### src/rtl/wla_pkg.sv
// Shared types and constants of the windowed latency average unit.
`default_nettype none

package wla_pkg;

	localparam int LAT_W   = 32;
	localparam int STAMP_W = 48;
	localparam int CNT_O_W = 6;
	localparam int CFG_W   = 32;
	localparam int CFG_IDX_W = 1;

	localparam logic [CFG_IDX_W-1:0] REG_AVERAGE_MODE = 1'd0;
	localparam logic [CFG_IDX_W-1:0] REG_WINDOW_MS    = 1'd1;

	localparam logic [LAT_W-1:0] WINDOW_RESET = 32'd60000;

	typedef enum logic [5:0] {
		ST_IDLE  = 6'b000001,
		ST_WALK  = 6'b000010,
		ST_DRAIN = 6'b000100,
		ST_DENOM = 6'b001000,
		ST_DIV   = 6'b010000,
		ST_FIN   = 6'b100000
	} state_t;

	typedef struct packed {
		logic accept;
		logic walk_rd;
		logic load_denom;
		logic div_step;
		logic load_out;
	} cmd_t;

	typedef struct packed {
		logic walk_last;
		logic pipe_busy;
		logic div_last;
		logic out_free;
	} sts_t;

endpackage

`default_nettype wire

### src/rtl/wla_ctrl.sv
// Sequencer of the windowed latency average unit.
`default_nettype none

module wla_ctrl (
	input  wire logic         clk,
	input  wire logic         arst_n,
	input  wire logic         in_valid,
	output      logic         in_ready,
	input  wire wla_pkg::sts_t sts,
	output      wla_pkg::cmd_t cmd
);
	import wla_pkg::*;

	state_t state_q, state_d;

	always_comb begin
		state_d  = state_q;
		cmd      = '0;
		in_ready = 1'b0;
		unique case (state_q)
			ST_IDLE: begin
				in_ready = 1'b1;
				if (in_valid) begin
					cmd.accept = 1'b1;
					state_d    = ST_WALK;
				end
			end
			ST_WALK: begin
				cmd.walk_rd = 1'b1;
				if (sts.walk_last) begin
					state_d = ST_DRAIN;
				end
			end
			ST_DRAIN: begin
				if (!sts.pipe_busy) begin
					state_d = ST_DENOM;
				end
			end
			ST_DENOM: begin
				cmd.load_denom = 1'b1;
				state_d        = ST_DIV;
			end
			ST_DIV: begin
				cmd.div_step = 1'b1;
				if (sts.div_last) begin
					state_d = ST_FIN;
				end
			end
			ST_FIN: begin
				if (sts.out_free) begin
					cmd.load_out = 1'b1;
					state_d      = ST_IDLE;
				end
			end
			default: begin
				state_d = ST_IDLE;
			end
		endcase
	end

	always_ff @(posedge clk or negedge arst_n) begin
		if (!arst_n) begin
			state_q <= ST_IDLE;
		end else begin
			state_q <= state_d;
		end
	end
endmodule

`default_nettype wire

### config.mk
export PLATFORM = sky130hd
export DESIGN_NAME = wla_ctrl
export DESIGN_NICKNAME = d
export VERILOG_FILES = /design/src/rtl/wla_pkg.sv /design/src/rtl/wla_ctrl.sv
export SDC_FILE = /design/constraint.sdc
export NUM_CORES = 1
export LEC_CHECK = 0
export BUFFER_PORTS_ARGS = -buffer_cell sky130_fd_sc_hd__clkbuf_2
export CAP_MARGIN = 0
export CORE_AREA = 5 5 42 44
export DETAILED_ROUTE_END_ITERATION = 16
export DIE_AREA = 0 0 47 49
export GPL_ROUTABILITY_DRIVEN = 0
export GPL_TIMING_DRIVEN = 0
export SYNTH_ARGS = -nofsm -noshare
export SYNTH_HDL_FRONTEND = slang
export SYNTH_SLANG_ARGS = --single-unit
### constraint.sdc
create_clock -name clk -period 4.1 [get_ports clk]
set_input_delay 0.82 -clock clk [delete_from_list [all_inputs] [get_ports clk]]
set_output_delay 0.82 -clock clk [all_outputs]
set_load 0.005 [all_outputs]
After elaboration in Yosys (flattened, before gate mapping)
Cells that the tools add are included.
{"block": "word_totals", "regBits": 6, "inputBits": 7, "out_inout_bits": 6, "elab_cells": 27}
{"block": "classes", "eq_ne": 11, "mux": 14, "n_reduce_logical": 1}
{"operator": "6-bit one-hot mux with 6 select lines", "count": 1}
{"operator": "6-bit 2-to-1 mux", "count": 5}
{"operator": "2-bit != test (second input constant)", "count": 5}
{"operator": "1-bit 2-to-1 mux", "count": 8}
{"operator": "6-bit by 1-bit equality test with 1-bit output (second input constant)", "count": 1}
{"operator": "6-bit by 2-bit equality test with 1-bit output (second input constant)", "count": 1}
{"operator": "6-bit by 3-bit equality test with 1-bit output (second input constant)", "count": 1}
{"operator": "6-bit by 4-bit equality test with 1-bit output (second input constant)", "count": 1}
{"operator": "6-bit by 5-bit equality test with 1-bit output (second input constant)", "count": 1}
{"operator": "6-bit equality test (second input constant)", "count": 1}
{"operator": "5-bit AND reduction", "count": 1}

Longest topological paths before layout
{"block": "logic_depth", "word_depth": 3, "mapped_depth": 3, "mapped_depth_nobuf": 3}

Worst setup path after synthesis
OpenSTA, ideal clock, no wires.
{"block": "synth_path", "path_kind": "register to output", "from": "register state_q[5]", "to": "output cmd[4] in the netlist's numbering", "t_arrival_ps": 1383, "t_required_ps": 3280, "setup_slack_ps": 1897, "stages_incl_launch_ff": 4, "n_path_buf": 0, "cell_sequence": "dfrtp_1 -> or4_4 -> nor3b_2 -> and2_1"}
{"element": "from (decl)", "line": "wla_ctrl.sv:14", "text": "state_t state_q, state_d;"}
{"element": "from (signal assigned)", "line": "wla_ctrl.sv:65", "text": "state_q <= state_d;"}
{"element": "to (decl)", "line": "wla_ctrl.sv:10", "text": "output wla_pkg::cmd_t cmd"}

==> flow_summary.json <==
{
  "grt_max_degree": 8,
  "synthFlopType": "dfrtp_1",
  "seq_area_frac_synth_pct": 41.30,
  "crit_type": "reg -> out",
  "yosys-mux-area-fraction_pct": 0,
  "drv_slew": 0,
  "drt_iter0_drc": 0,
  "antenna_found_initial": 0,
  "numPortBuffers": 12,
  "synth_top_area_cell": "dfrtp_1",
  "slew_headroom_pct": 71.46,
  "postCtsHoldBufs": 0,
  "cts-root-buf": "clkbuf_4",
  "path_clk_slew_ps": 50,
  "clock.fmax_mhz": 388.6,
  "internal_power_uw": 176.2,
  "h-tree-depth": 1,
  "p_leak_nw": 0.2365,
  "powerDensity_nw_per_um2": 557.3,
  "synthArstFlopShare_pct": 100.0,
  "setup-violations-final": 0,
  "postCtsSetupBuffers": 0,
  "drive_above_1_share_pct": 39.62,
  "setup_tns_ps": 0,
  "drt_first_pass_iters": 1,
  "core_um2": 1401,
  "start_kind": "flop",
  "placed_area_um2": 446.7,
  "reg.largest.list": "state_q (6)",
  "cts_buffers": 3,
  "syn_inst": 37,
  "vias": 312,
  "p_clk_share_pct": 21.2,
  "yosys-top-cells-area": "dfrtp_1 34%, dfstp_2 7.2%, nor2b_1 6.8%",
  "p_seq_share_pct": 37.2,
  "synth_xor_area_share_pct": 2.389,
  "initial_utilization_pct": 26.16,
  "crit_required_ps": 3280,
  "period_share_pct": 62.77,
  "die_w_um": 47,
  "drc": 0,
  "final_nets": 61,
  "ys_ff_latch": 6,
  "diodes": 0,
  "grt_pass1_wl_um": 1304,
  "io_pins": 13,
  "fp-row-count": 14,
  "grt_overflow": 0,
  "groute.usage.overall_pct": 7.730,
  "synth_top_family_by_area": "simple AND/OR/NAND/NOR gates",
  "end_kind": "primary output",
  "cts_resized": 0,
  "synthAdderAreaFrac_pct": 0,
  "wl_um": 715,
  "utilization_pct": 33.75,
  "finalInstanceArea_um2": 473.0,
  "postRouteAntennaNets": 0,
  "netlist_top_cells_count": "5 x dfrtp_1, 4 x nor2b_1, 3 x inv_1",
  "post-synth-top-count-cell": "dfrtp_1",
  "cts_max_path_buffers": 2,
  "maxCapViolCount": 0,
  "synth_edf_count": 0,
  "die_area_um2": 2303,
  "hp-class": "in -> async",
  "syn_to_final_growth_pct": 29.01,
  "skew_ps": 4.082,
  "wl_per_cell_um": 10.36,
  "regMostFlops": "state_q",
  "yosys.area_share.simple_pct": 38.23,
  "synth-compound-area-share_pct": 15.02,
  "postSynthAreaPerCell_um2": 9.908,
  "cts_tree": "built",
  "synth.distinct_cells": 22,
  "fill_cells": 160,
  "synth_warnings": 0,
  "critPathArrivalTime_ps": 1750,
  "path_max_fanout": 6,
  "largest_reg_flops": 6,
  "hpwl_um": 612.5,
  "insertion_delay_ps": 240,
  "syn_nets": 44,
  "outcome": "complete, no violations",
  "yosys.area.top_type_share_pct": 34.13,
  "rsz0062_at_grt": "false",
  "die_y_um": 49,
  "grt_pass1_vias": 330,
  "clock-sinks": 6,
  "hold_viol_final": 0,
  "viasPerCell": 4.522,
  "combPwrFrac_pct": 41.7,
  "vdd_drop_max_mv": 0.2304,
  "p_sw_uw": 87.43,
  "synthesis.area_um2": 366.6,
  "max_slew.worst_pin.slew_ps": 424.2,
  "min_period_ps": 2573,
  "swShare_pct": 33.17
}
==> per-stage QoR <==
stage,hold slack [ps],cells,setup WS [ps],power [mW]
4_1_cts,396.2,69,1498,0.2686
2_1_floorplan,524.4,37,1897,0.1756
5_1_grt,409.0,69,1406,0.2884
3_5_place_dp,614.5,65,1764,0.2103
6_report,398.1,69,1527,0.2636
3_3_place_gp,600.3,65,1759,0.2090
==> critical path, stage by stage (launching register included) <==
cell and delay [ps]:
dfrtp_1 420, or4_4 570, nor3b_2 260, and2_1 160, clkbuf_2 100
==> power by group through the flow <==
stage | logic [mW] | registers [mW] | clock network (mW)
after floorplan | 0.0816 | 0.0940 | 0
after global placement | 0.111 | 0.0983 | 0
final | 0.110 | 0.0979 | 0.0559
after global routing | 0.126 | 0.101 | 0.0615
after detailed placement | 0.111 | 0.0989 | 0
after CTS | 0.112 | 0.0980 | 0.0587
==> logic make-up after synthesis <==
| kind of cell | count (synthesis) |
|---|---|
| AND/OR/NAND/NOR | 20 |
| AO/OA/AOI/OAI | 7 |
| flip-flops | 6 |
| buffers and inverters | 3 |
| XOR/XNOR | 1 |
==> layer usage <==
layer / up-vias / track usage, % / part of all wire (%)
met3: 0 / 1.107 / 4.5
met2: 5 / 11.31 / 49
met1: 139 / 9.888 / 46
li1: 168 / - / -
met5: - / 0 / 0
met4: 0 / 5.530 / 0
==> worst paths after layout <==
| check | start | end | cells after the start | slack (ps) |
|---|---|---|---|---|
| max | state_q[5]$_DFFE_PN0P_ | cmd[4] | 4 | 1530 |
| min | arst_n | state_q[4]$_DFFE_PN0P_ | 1 | 400 |
| max reg2reg | state_q[1]$_DFFE_PN0P_ | state_q[0]$_DFFE_PN1P_ | 3 | 2520 |
| min reg2reg | state_q[3]$_DFFE_PN0P_ | state_q[3]$_DFFE_PN0P_ | 3 | 620 |
| max in group asynchronous | arst_n | state_q[0]$_DFFE_PN1P_ | 1 | 3470 |
| min in group clk | state_q[3]$_DFFE_PN0P_ | state_q[3]$_DFFE_PN0P_ | 3 | 620 |
==> cell usage in the layout, fill, tap and decap left out, drive strengths merged, types with 2 or more instances in the layout <==
master,count
a32o,2
and2,2
clkbuf,16
dfrtp,5
inv,3
nand2,2
nor2,2
nor2b,4
nor3b,2
or4,2
==> area by class of cell <==
| type | instances | area [um2] | area share, % |
|---|---|---|---|
| clock buffers | 4 | 26.28 | 5.556 |
| inverters | 3 | 11.26 | 2.381 |
| multi-input cells | 28 | 203.9 | 43.12 |
| flip-flops and latches | 6 | 151.4 | 32.01 |
| well taps | 16 | 20.02 | 4.233 |
| repair buffers | 12 | 60.06 | 12.70 |
No activity file was read; power rests on OpenSTA's default activity.
